[src/sv/sjs_pkg.sv]
// Package for the scan jump segmentation block: sizes, widths and state codes.
// No dependencies; imported by sjs_divider and scan_jump_segmentation.
`default_nettype none
package sjs_pkg;

    // scan geometry
    localparam int SCAN_POINTS  = 360;
    localparam int MAX_CLUSTERS = 100;

    // fixed field widths
    localparam int DIST_W    = 14;
    localparam int OSLOT_W   = 7;
    localparam int OANGLE_W  = 9;
    localparam int OCOUNT_W  = 9;

    // derived internal widths
    localparam int ANG_W  = $clog2(SCAN_POINTS);
    localparam int CNT_W  = $clog2(SCAN_POINTS + 1);
    localparam int SUM_W  = DIST_W + CNT_W;
    localparam int SLOT_W = $clog2(MAX_CLUSTERS);
    localparam int ITER_W = $clog2(SUM_W + 1);

    localparam logic [DIST_W-1:0] THRESHOLD_RESET = DIST_W'(100);

    // sequencer state codes
    localparam logic [1:0] S_IDLE = 2'd0;
    localparam logic [1:0] S_DIV  = 2'd1;
    localparam logic [1:0] S_DONE = 2'd2;

endpackage
`default_nettype wire

[src/sv/sjs_divider.sv]
// Bit-serial restoring divider: one quotient bit per cycle.
// Depends on sjs_pkg for the operand widths.
`default_nettype none
module sjs_divider
    import sjs_pkg::*;
(
    input  wire logic              i_clk,
    input  wire logic              i_rst_n,
    input  wire logic              i_start,
    input  wire logic [SUM_W-1:0]  i_dividend,
    input  wire logic [CNT_W-1:0]  i_divisor,
    output logic                   o_done,
    output logic [SUM_W-1:0]       o_quotient
);

    logic [SUM_W-1:0]  r_quo, n_quo;
    logic [CNT_W-1:0]  r_rem, n_rem;
    logic [CNT_W-1:0]  r_dsr;
    logic [ITER_W-1:0] r_iter, n_iter;
    logic              r_done, n_done;
    logic [CNT_W:0]    trial;
    logic              ge;

    always_comb begin
        trial  = {r_rem, r_quo[SUM_W-1]};
        ge     = (trial >= {1'b0, r_dsr});
        n_quo  = r_quo;
        n_rem  = r_rem;
        n_iter = r_iter;
        n_done = 1'b0;
        if (i_start) begin
            n_quo  = i_dividend;
            n_rem  = '0;
            n_iter = ITER_W'(SUM_W);
        end else if (r_iter != '0) begin
            // shift in the next dividend bit, subtract when it fits
            n_rem  = ge ? CNT_W'(trial - {1'b0, r_dsr}) : CNT_W'(trial);
            n_quo  = {r_quo[SUM_W-2:0], ge};
            n_iter = r_iter - ITER_W'(1);
            n_done = (r_iter == ITER_W'(1));
        end
    end

    always_ff @(posedge i_clk) begin
        if (!i_rst_n) begin
            r_iter <= '0;
            r_done <= 1'b0;
        end else begin
            r_iter <= n_iter;
            r_done <= n_done;
        end
    end

    always_ff @(posedge i_clk) begin
        r_quo <= n_quo;
        r_rem <= n_rem;
        if (i_start) begin
            r_dsr <= i_divisor;
        end
    end

    assign o_done     = r_done;
    assign o_quotient = r_quo;

endmodule
`default_nettype wire

[src/sv/scan_jump_segmentation.sv]
// Top level of the range scan breakpoint segmentation block.
// Depends on sjs_pkg and sjs_divider.
//
// Usage:
//   Input channel (i_valid / o_ready / i_distance) carries one range sample per
//   transaction, in angle order, SCAN_POINTS samples per scan. Output channel
//   (o_valid / i_ready / o_segment_*) carries one closed segment per transaction.
//   A sample gives zero, one or two segments: a jump above the threshold closes the
//   open segment, and the last sample of the scan closes the final segment, flagged
//   by o_scan_last. When both happen, the jump segment comes out first. The user must
//   write the threshold (i_cfg_we / i_cfg_wdata) only while the block is idle; unenforced.
// Timing:
//   A sample that closes nothing leaves the sequencer idle. Each closed segment
//   goes through the bit-serial mean-distance divider, then its registered done
//   flag moves the sequencer to S_DONE, then the segment is loaded into the
//   output register; o_ready stays low from the accepting sample until its last
//   segment is loaded. o_ready is high only while the sequencer is idle.
// Reset:
//   Synchronous, active low: angle counter, segment state and slot go to zero,
//   the threshold goes to 100, the output register empties.
// Stall:
//   A finished segment waits in the divider until the output register is free;
//   the output register holds its transaction until i_ready is seen.
`default_nettype none
module scan_jump_segmentation
    import sjs_pkg::*;
(
    input  wire logic                i_clk,
    input  wire logic                i_rst_n,
    input  wire logic                i_cfg_we,
    input  wire logic [DIST_W-1:0]   i_cfg_wdata,
    input  wire logic                i_valid,
    output logic                     o_ready,
    input  wire logic [DIST_W-1:0]   i_distance,
    output logic                     o_valid,
    input  wire logic                i_ready,
    output logic [OSLOT_W-1:0]       o_segment_slot,
    output logic [OANGLE_W-1:0]      o_mean_angle,
    output logic [DIST_W-1:0]        o_mean_distance,
    output logic [OCOUNT_W-1:0]      o_sample_count,
    output logic                     o_scan_last
);

    localparam logic [ANG_W-1:0]  LAST_ANGLE = ANG_W'(SCAN_POINTS - 1);
    localparam logic [SLOT_W-1:0] SLOT_MAX   = SLOT_W'(MAX_CLUSTERS - 1);

    // segment tracking state
    logic [DIST_W-1:0] r_thr;
    logic [ANG_W-1:0]  r_angle, n_angle;
    logic [ANG_W-1:0]  r_start, n_start;
    logic [SUM_W-1:0]  r_sum,   n_sum;
    logic [DIST_W-1:0] r_prev,  n_prev;
    logic [SLOT_W-1:0] r_slot,  n_slot;

    // sequencer
    logic [1:0] r_state, n_state;
    logic       r_pend,  n_pend;

    // segment being reported
    logic [SLOT_W-1:0] r_job_slot, n_job_slot;
    logic [ANG_W-1:0]  r_job_start, n_job_start;
    logic [ANG_W-1:0]  r_job_last, n_job_last;
    logic              r_job_flag, n_job_flag;
    logic [SUM_W-1:0]  job_sum;
    logic              job_load;
    logic [CNT_W-1:0]  load_count;

    // output register
    logic                r_o_valid, n_o_valid;
    logic [OSLOT_W-1:0]  r_o_slot;
    logic [OANGLE_W-1:0] r_o_angle;
    logic [DIST_W-1:0]   r_o_dist;
    logic [OCOUNT_W-1:0] r_o_count;
    logic                r_o_last;
    logic                out_load;

    // per-sample decode
    logic              accept;
    logic              first;
    logic              brk;
    logic              endf;
    logic [DIST_W-1:0] diff;

    // output field formatting
    logic [CNT_W-1:0]  job_count;
    logic [ANG_W:0]    angle_sum;
    logic [31:0]       slot_wide;
    logic [31:0]       angle_wide;
    logic [31:0]       count_wide;

    logic              div_done;
    logic [SUM_W-1:0]  div_quo;

    assign o_ready = (r_state == S_IDLE);
    assign accept  = i_valid && o_ready;

    always_comb begin
        first = (r_angle == '0);
        endf  = (r_angle == LAST_ANGLE);
        diff  = (i_distance > r_prev) ? (i_distance - r_prev) : (r_prev - i_distance);
        brk   = !first && (diff > r_thr);
    end

    always_comb begin
        n_angle     = r_angle;
        n_start     = r_start;
        n_sum       = r_sum;
        n_prev      = r_prev;
        n_slot      = r_slot;
        n_state     = r_state;
        n_pend      = r_pend;
        n_job_slot  = r_job_slot;
        n_job_start = r_job_start;
        n_job_last  = r_job_last;
        n_job_flag  = r_job_flag;
        job_sum     = r_sum;
        job_load    = 1'b0;
        out_load    = 1'b0;

        case (r_state)
            S_IDLE: begin
                if (accept) begin
                    n_prev  = i_distance;
                    n_angle = endf ? '0 : r_angle + ANG_W'(1);
                    if (first) begin
                        // restart segment, sum and slot on the first sample of a scan
                        n_start = '0;
                        n_sum   = SUM_W'(i_distance);
                        n_slot  = '0;
                    end else if (brk) begin
                        n_start = r_angle;
                        n_sum   = SUM_W'(i_distance);
                        n_slot  = (r_slot < SLOT_MAX) ? r_slot + SLOT_W'(1) : r_slot;
                    end else begin
                        n_sum   = r_sum + SUM_W'(i_distance);
                    end

                    if (brk) begin
                        // report the closed segment from the old state
                        n_job_slot  = r_slot;
                        n_job_start = r_start;
                        n_job_last  = r_angle - ANG_W'(1);
                        n_job_flag  = 1'b0;
                        job_sum     = r_sum;
                        job_load    = 1'b1;
                        n_pend      = endf;
                        n_state     = S_DIV;
                    end else if (endf) begin
                        n_job_slot  = n_slot;
                        n_job_start = n_start;
                        n_job_last  = LAST_ANGLE;
                        n_job_flag  = 1'b1;
                        job_sum     = n_sum;
                        job_load    = 1'b1;
                        n_pend      = 1'b0;
                        n_state     = S_DIV;
                    end
                end
            end
            S_DIV: begin
                if (div_done) begin
                    n_state = S_DONE;
                end
            end
            S_DONE: begin
                if (!r_o_valid || i_ready) begin
                    out_load = 1'b1;
                    if (r_pend) begin
                        // scan end after a break: report the final segment next
                        n_job_slot  = r_slot;
                        n_job_start = r_start;
                        n_job_last  = LAST_ANGLE;
                        n_job_flag  = 1'b1;
                        job_sum     = r_sum;
                        job_load    = 1'b1;
                        n_pend      = 1'b0;
                        n_state     = S_DIV;
                    end else begin
                        n_state = S_IDLE;
                    end
                end
            end
            default: begin
                n_state = S_IDLE;
            end
        endcase
    end

    assign load_count = CNT_W'(n_job_last) - CNT_W'(n_job_start) + CNT_W'(1);

    sjs_divider u_div (
        .i_clk      (i_clk),
        .i_rst_n    (i_rst_n),
        .i_start    (job_load),
        .i_dividend (job_sum),
        .i_divisor  (load_count),
        .o_done     (div_done),
        .o_quotient (div_quo)
    );

    // fields of the segment held in the job registers
    always_comb begin
        job_count  = CNT_W'(r_job_last) - CNT_W'(r_job_start) + CNT_W'(1);
        angle_sum  = {1'b0, r_job_start} + {1'b0, r_job_last};
        slot_wide  = 32'(r_job_slot);
        angle_wide = 32'(angle_sum[ANG_W:1]);
        count_wide = 32'(job_count);
        n_o_valid  = out_load ? 1'b1 : (r_o_valid && !i_ready);
    end

    always_ff @(posedge i_clk) begin
        if (!i_rst_n) begin
            r_thr     <= THRESHOLD_RESET;
            r_angle   <= '0;
            r_start   <= '0;
            r_sum     <= '0;
            r_prev    <= '0;
            r_slot    <= '0;
            r_state   <= S_IDLE;
            r_pend    <= 1'b0;
            r_o_valid <= 1'b0;
        end else begin
            if (i_cfg_we) begin
                r_thr <= i_cfg_wdata;
            end
            r_angle   <= n_angle;
            r_start   <= n_start;
            r_sum     <= n_sum;
            r_prev    <= n_prev;
            r_slot    <= n_slot;
            r_state   <= n_state;
            r_pend    <= n_pend;
            r_o_valid <= n_o_valid;
        end
    end

    always_ff @(posedge i_clk) begin
        r_job_slot  <= n_job_slot;
        r_job_start <= n_job_start;
        r_job_last  <= n_job_last;
        r_job_flag  <= n_job_flag;
        if (out_load) begin
            r_o_slot  <= slot_wide[OSLOT_W-1:0];
            r_o_angle <= angle_wide[OANGLE_W-1:0];
            r_o_dist  <= div_quo[DIST_W-1:0];
            r_o_count <= count_wide[OCOUNT_W-1:0];
            r_o_last  <= r_job_flag;
        end
    end

    assign o_valid         = r_o_valid;
    assign o_segment_slot  = r_o_slot;
    assign o_mean_angle    = r_o_angle;
    assign o_mean_distance = r_o_dist;
    assign o_sample_count  = r_o_count;
    assign o_scan_last     = r_o_last;

endmodule
`default_nettype wire

[config.mk]
export PLATFORM = sky130hd
export DESIGN_NAME = scan_jump_segmentation
export DESIGN_NICKNAME = d
export VERILOG_FILES = /design/src/sv/sjs_pkg.sv /design/src/sv/sjs_divider.sv /design/src/sv/scan_jump_segmentation.sv
export SDC_FILE = /design/constraint.sdc
export NUM_CORES = 1
export LEC_CHECK = 0
export ABC_AREA = 1
export BUFFER_PORTS_ARGS = -buffer_cell sky130_fd_sc_hd__buf_2
export CAP_MARGIN = 15
export CORE_MARGIN = 2
export CORE_UTILIZATION = 25
export DETAILED_ROUTE_END_ITERATION = 8
export PLACE_DENSITY_LB_ADDON = 0.1
export SKIP_CTS_REPAIR_TIMING = 1
export SYNTH_ARGS = -nofsm -noshare
export SYNTH_HDL_FRONTEND = slang
export SYNTH_SLANG_ARGS = --single-unit
[constraint.sdc]
create_clock -name i_clk -period 4.8 [get_ports i_clk]
set_input_delay 0.24 -clock i_clk [delete_from_list [all_inputs] [get_ports i_clk]]
set_output_delay 0.24 -clock i_clk [all_outputs]
set_load 0.02 [all_outputs]
Yosys cells after proc, flatten, opt, wreduce, memory -nomap -nowiden. Cells that the tools add are included.

Bits of input ports: 33. Bits in registers: 193. Output and inout bits: 42.

Multiplexer cells: 63. Equality and inequality tests: 9. Reduce and logical (&&, ||, !) cells: 18. Magnitude comparators: 4. Bitwise logic cells: 2. Add/subtract/negate cells: 13.

Operators by type and width (number): $mux 23 (8); $mux 9 (14); $mux 7 (8); $pmux 9 s2 (2); $gt 14x14->1 (2); $sub 14x14->14 (2); $add 9x1->9 const B (3); $sub 9x9->9 (3); $add 23x14->23 (1); $mux 1 (18); $mux 14 (1); $pmux 7 s2 (1); $add 9x9->10 (1); $ge 10x9->1 (1); $mux 2 (5); $mux 5 (2); $eq 9x9->1 const B (1); $logic_not 9->1 (1); $sub 9x1->9 const B (1); $reduce_and 4->1 (2); $add 7x1->7 const B (1); $lt 7x7->1 const B (1); $pmux 1 s2 (3); $pmux 2 s3 (1); other kinds (18) (26).

Depth between registers and ports, before layout.
Depth in word-level cells: 12. Mapped depth: 47. Gate-level depth less buffers: 44.

Hierarchy. A second synthesis with hierarchy kept.

Cells, all modules: 1718. Area total of the unflattened synthesis: 12824.8 µm².

Modules (own cells, without submodules): scan_jump_segmentation (cells each 1428, instances 1, area an instance 10373.7 µm², seq. area each 3403.3 µm²); sjs_divider (cells each 290, instances 1, area an instance 2451.1 µm², seq. area each 1261.2 µm²).

Worst setup path before layout. No wires, ideal clock.

Path kind: register to register. Start: reg r_prev[0]. End: reg u_div.r_dsr[8], data pin. Clock period less this slack: 5.210 ns. Library setup time: 0.252 ns. Arrival time: 4.958 ns. Cell stages (with the launch flop): 44. Setup slack: -0.410 ns. Path through: dfxtp_1 > ha_1 > inv_1 > fa_1 > nand2_1 > nand2_1 > a21boi_1 > inv_1 > nand3_1 > nand4_1 > nand2_1 > inv_2 > buf_2 > o21ai_0 > nand2_1 > nand2_1 > inv_1 > ha_1 > (+8 left out) > o211ai_1 > nand2_1 > nand2_1 > nand2_1 > nand3_1 > inv_1 > ha_1 > ha_1 > a21oi_1 > nand2_1 > nand4_1 > o211ai_1 > xnor2_1 > nand3b_1 > nand2_1 > inv_1 > nand2_1 > nand2_1.

Cells in the longest elaborated chain, start to end: 12. Elaborated cells on any way between the ends: 17. Those cells by class: add/sub (4); order compare (2); mux (10); reduce/logical (1).

Ends and longest elaborated chain: from (decl) (line scan_jump_segmentation.sv:52) `logic [DIST_W-1:0] r_prev, n_prev;`; from (signal assigned) (line scan_jump_segmentation.sv:229) `r_prev <= n_prev;`; $sub 14x14->14 / $gt 14x14->1 (equally long branches) (line scan_jump_segmentation.sv:100) `diff = (i_distance > r_prev) ? (i_distance - r_prev) : (r_prev - i_distance);`; $mux 14 (*) (line scan_jump_segmentation.sv:100); $gt 14x14->1 (*) (line scan_jump_segmentation.sv:101) `brk = !first && (diff > r_thr);`; $logic_and 1x1->1 (*) (line scan_jump_segmentation.sv:101); $mux 9 (line scan_jump_segmentation.sv:130) `end else if (brk) begin`; $mux 9 (line scan_jump_segmentation.sv:125) `if (first) begin`; $mux 9 (line scan_jump_segmentation.sv:148) `end else if (endf) begin`; $mux 9 (*) (line scan_jump_segmentation.sv:138) `if (brk) begin`; $mux 9 (*) (line scan_jump_segmentation.sv:122) `if (accept) begin`; $pmux 9 s2 (*) (line scan_jump_segmentation.sv:120) `case (r_state)`; via n_job_start[3] (line scan_jump_segmentation.sv:61) `logic [ANG_W-1:0] r_job_start, n_job_start;`; $sub 9x9->9 (*) (line scan_jump_segmentation.sv:189) `assign load_count = CNT_W'(n_job_last) - CNT_W'(n_job_start) + CNT_W'(1);`; $add 9x1->9 (*) (line scan_jump_segmentation.sv:189); via load_count[8] (line scan_jump_segmentation.sv:66) `logic [CNT_W-1:0] load_count;`; to (signal assigned) (line sjs_divider.sv:58) `r_dsr <= i_divisor;`; to (decl) (line sjs_divider.sv:18) `logic [CNT_W-1:0] r_dsr;`.

Mark *: on every way through the listed nets, which the timed path passes. The rest lies on a longest branch. A chain may end at the register's enable or synchronous reset.

Final worst setup path.
Start: reg r_prev[0]. End: reg u_div.r_dsr[8], data pin.

Elaborated cells on any way between the ends: 17. Those cells by class: add/sub (4); order compare (2); mux (10); reduce/logical (1).

RTL lines: $sub 14x14->14 / $gt 14x14->1 (equally long branches) (line scan_jump_segmentation.sv:100); $mux 14 (*) (line scan_jump_segmentation.sv:100); $gt 14x14->1 (*) (line scan_jump_segmentation.sv:101); $logic_and 1x1->1 (*) (line scan_jump_segmentation.sv:101); $mux 9 (*) (line scan_jump_segmentation.sv:138); $mux 9 (*) (line scan_jump_segmentation.sv:122); $pmux 9 s2 (*) (line scan_jump_segmentation.sv:120); via n_job_last[3] (line scan_jump_segmentation.sv:62) `logic [ANG_W-1:0] r_job_last, n_job_last;`; $sub 9x9->9 (*) (line scan_jump_segmentation.sv:189); $add 9x1->9 (*) (line scan_jump_segmentation.sv:189); via load_count[8] (line scan_jump_segmentation.sv:66).

Marks and branches as above.

==> metrics.txt <==
dpl hpwl=30,000 um; failing checks=negative setup slack; Die Y=228 um; Worst Path Required=5.06 ns; Setup Slack @ Placement=-0.699 ns; worst r2r src=r_prev[0]; Die Area=0.0521 mm^2; CP Max Fanout=7; diodes inserted=0; post-route ant nets=0; most used cell along the critical path=nand2_1; all-layer global routing usage=0.152; proportion of layout cells with a drive suffix above 1=0.207; largest cells by area after synthesis=edfxtp_1 19%, dfxtp_1 18%, ha_1 11%, nand2_1 8.9%, inv_1 7.5%; maximum clock rate=193 MHz; Initial Utilization=0.252; TritonCTS buffer count=17; CTS max path bufs=2; Setup-failing EPs final=5; Pwr per Cell Area=585 mW/mm^2; drt drc=0; final hold vios=0; Max H-tree Level=4; Worst path slowest cell=fa_2; Worst Reg-to-Reg Cells=41; Nets=2,020; die extent in x=228 um; Worst-path clk slew=0.08 ns; Buffers on Ports=74; Slew @ Worst Pin=0.708 ns; fin crit period=5.18 ns; sequential element share of the synthesized area=0.371; DR vias=11,382; RSZ-0062 raised after global routing=yes; 1st-pass router iterations=5; 1st-iter DRT viols=489; reg2reg setup slack=-0.38 ns; FP Rows=82; post-synthesis cell count=1,663; largest area contributor in the netlist=edfxtp_1; hold worst-path end=r_thr[7]; vias in the first global route=11,306; Slew headroom=0.523; gr ovfl total=0; synth warn=0; status=finished with violations; Clock Sinks=193; CP max stage delay=0.39 ns; crit end category=flip-flop; hold path depth=3; DR vias/cell=4.45; kind of critical path=flip-flop to flip-flop; Tcrit/Tclk final=1.08; Post-Syn Area per Cell=7.56 um^2; critical path startpoint=r_prev[0]; cell area after synthesis=0.0126 mm^2; Slew Limit Fails=0; Setup crit start kind=flip-flop; Total Wirelength=38,700 um; Final GP Congestion=0.864; largest net degree at the start of global routing=51; Synth cell types=54; Hold Path Origin=i_cfg_wdata[7]; Worst EP arrival=5.44 ns; # IOs=75; Synth Register Bits=193; placed cell area=0.0149 mm^2; finished layout cell area=0.0161 mm^2; worst reg2reg endpoint=u_div.r_dsr[8]; Post-synth EDFFs=80; routed length per instance=15.1 um; Async SR Flop Fraction=0; most common flop cell mapped by yosys=dfxtp_1; final worst slack=-0.382 ns; Max Cap Viol=0; Pleak=7.30 nW; worst hold path type=primary input to flip-flop; Clk Latency, worst-skew pair=0.50 ns; CTS tree=built; area grow syn2layout=27.9%; share of Yosys cell area claimed by the top area cell type=0.191; Fin Clk Skew=0.0132 ns; Max IR drop VDD=0.000225 V; initial antenna violation count=0; Root Driver=clkbuf_16; core area=0.0499 mm^2; Synth Net Count=1,811; first-pass GRT wire length=61,600 um
## worst max-delay path: cells and delay by family, from the launching register on
kind | cells | cell delay, ns
XOR/XNOR | 1 | 0.15
buffers and inverters | 8 | 0.67
AO/OA/AOI/OAI | 6 | 0.73
flip-flops | 1 | 0.37
AND/OR/NAND/NOR | 21 | 1.74
adder cells (fa/ha/maj) | 5 | 1.28
## how the worst max path moves through the flow
| stage | end | slack (ns) |
|---|---|---|
| 6_report | u_div.r_dsr[8] | -0.38 |
| 5_1_grt | u_div.r_dsr[8] | -0.75 |
| 4_1_cts | u_div.r_dsr[7] | -0.63 |
| 3_5_place_dp | u_div.r_dsr[7] | -0.70 |
| 3_3_place_gp | u_div.r_dsr[7] | -0.65 |
| 2_1_floorplan | u_div.r_dsr[8] | -0.07 |
## layout make-up
class                   count  area, um^2
inverters                 264        1010
well taps                 672         841
fillers                  5446       33800
repair buffers            240        1760
clock buffers              18         450
multi-input cells        1156        7200
clock inverters            14         143
flip-flops and latches    193        4670
## layer usage
metal,track usage,part of all wire
met1,0.199,0.49
met2,0.251,0.46
met3,0.0335,0.027
met4,0.0400,0.014
met5,0,0
## registers in the layout, summed over array words and instances (netlist names), 9 cells and up
| signal | count |
|---|---|
| r_job_start | 9 |
| u_div.r_dsr | 9 |
| r_sum | 23 |
| o_sample_count | 9 |
| o_mean_angle | 9 |
| r_start | 9 |
| o_mean_distance | 14 |
| r_job_last | 9 |
| r_angle | 9 |
| r_thr | 14 |
| r_prev | 14 |
| u_div.r_rem | 9 |
| u_div.o_quotient | 23 |
## cell families after synthesis
group | count (synthesis) | share of synthesized area
and+or+nand+nor | 558 | 0.190
buffers and inverters | 315 | 0.0977
xor gates and xnor gates | 57 | 0.0397
AOI/OAI and AO/OA | 425 | 0.183
DFF | 193 | 0.371
adders and majority gates | 115 | 0.119
## cell usage in the layout, fill, tap and decap left out, types with 5 or more instances in the layout
| master | instances |
|---|---|
| dfxtp_1 | 111 |
| a21o_1 | 11 |
| edfxtp_1 | 80 |
| a21oi_1 | 167 |
| xor2_1 | 44 |
| xnor2_1 | 13 |
| inv_2 | 20 |
| nand3_1 | 67 |
| clkbuf_16 | 19 |
| o211ai_1 | 17 |
| buf_12 | 8 |
| inv_6 | 5 |
| nand2_1 | 282 |
| buf_6 | 6 |
| o21bai_1 | 6 |
| ha_4 | 19 |
| nand2_2 | 13 |
| nor2_1 | 120 |
| a21oi_2 | 9 |
| nor2_4 | 11 |
| nand3_2 | 7 |
| nor3_1 | 19 |
| buf_4 | 146 |
| inv_1 | 239 |
| nand2_4 | 6 |
| buf_2 | 75 |
| nand4_1 | 12 |
| ha_1 | 86 |
| o21ai_0 | 159 |
| o21ai_1 | 23 |
## report_power, final
part           internal, W  total, W  switching (W)
Combinational      0.00233   0.00524        0.00292
Clock             0.000762   0.00150       0.000736
Sequential         0.00235   0.00267       0.000320
## Yosys cell counts (3+ instances only)
cell type / number
o21ai_0: 169
xnor2_1: 13
a21oi_1: 177
edfxtp_1: 80
a31oi_1: 5
a21o_1: 11
clkbuf_1: 25
nor2_4: 5
o21ai_1: 15
nand3_1: 74
fa_1: 7
xor2_1: 44
nor2_1: 126
o22ai_1: 5
o221ai_1: 4
nand2_1: 299
nand4_1: 12
a211oi_2: 3
nor3_1: 19
o211ai_1: 17
ha_1: 108
a211oi_1: 3
inv_2: 13
buf_4: 4
inv_1: 250
or2_2: 3
dfxtp_1: 113
buf_2: 19
nor2_2: 4
o21bai_1: 6
## metrics by stage
| stage | power (W) | setup TNS (ns) | cells | utilization | hold slack [ns] |
|---|---|---|---|---|---|
| 6_report | 0.00941 | -1.32 | 2557 | 0.322 | 0.0271 |
| 5_1_grt | 0.0103 | -3.47 | 2557 | 0.322 | 0.00431 |
| 4_1_cts | 0.00912 | -2.58 | 2541 | 0.311 | -0.0660 |
| 3_5_place_dp | 0.00755 | -3.07 | 2509 | 0.299 | 0.407 |
| 3_3_place_gp | 0.00754 | -2.64 | 2509 | 0.299 | 0.404 |
| 2_1_floorplan | 0.00589 | -0.139 | 1663 | - | 0.351 |
(Power assumes the default switching activity.)
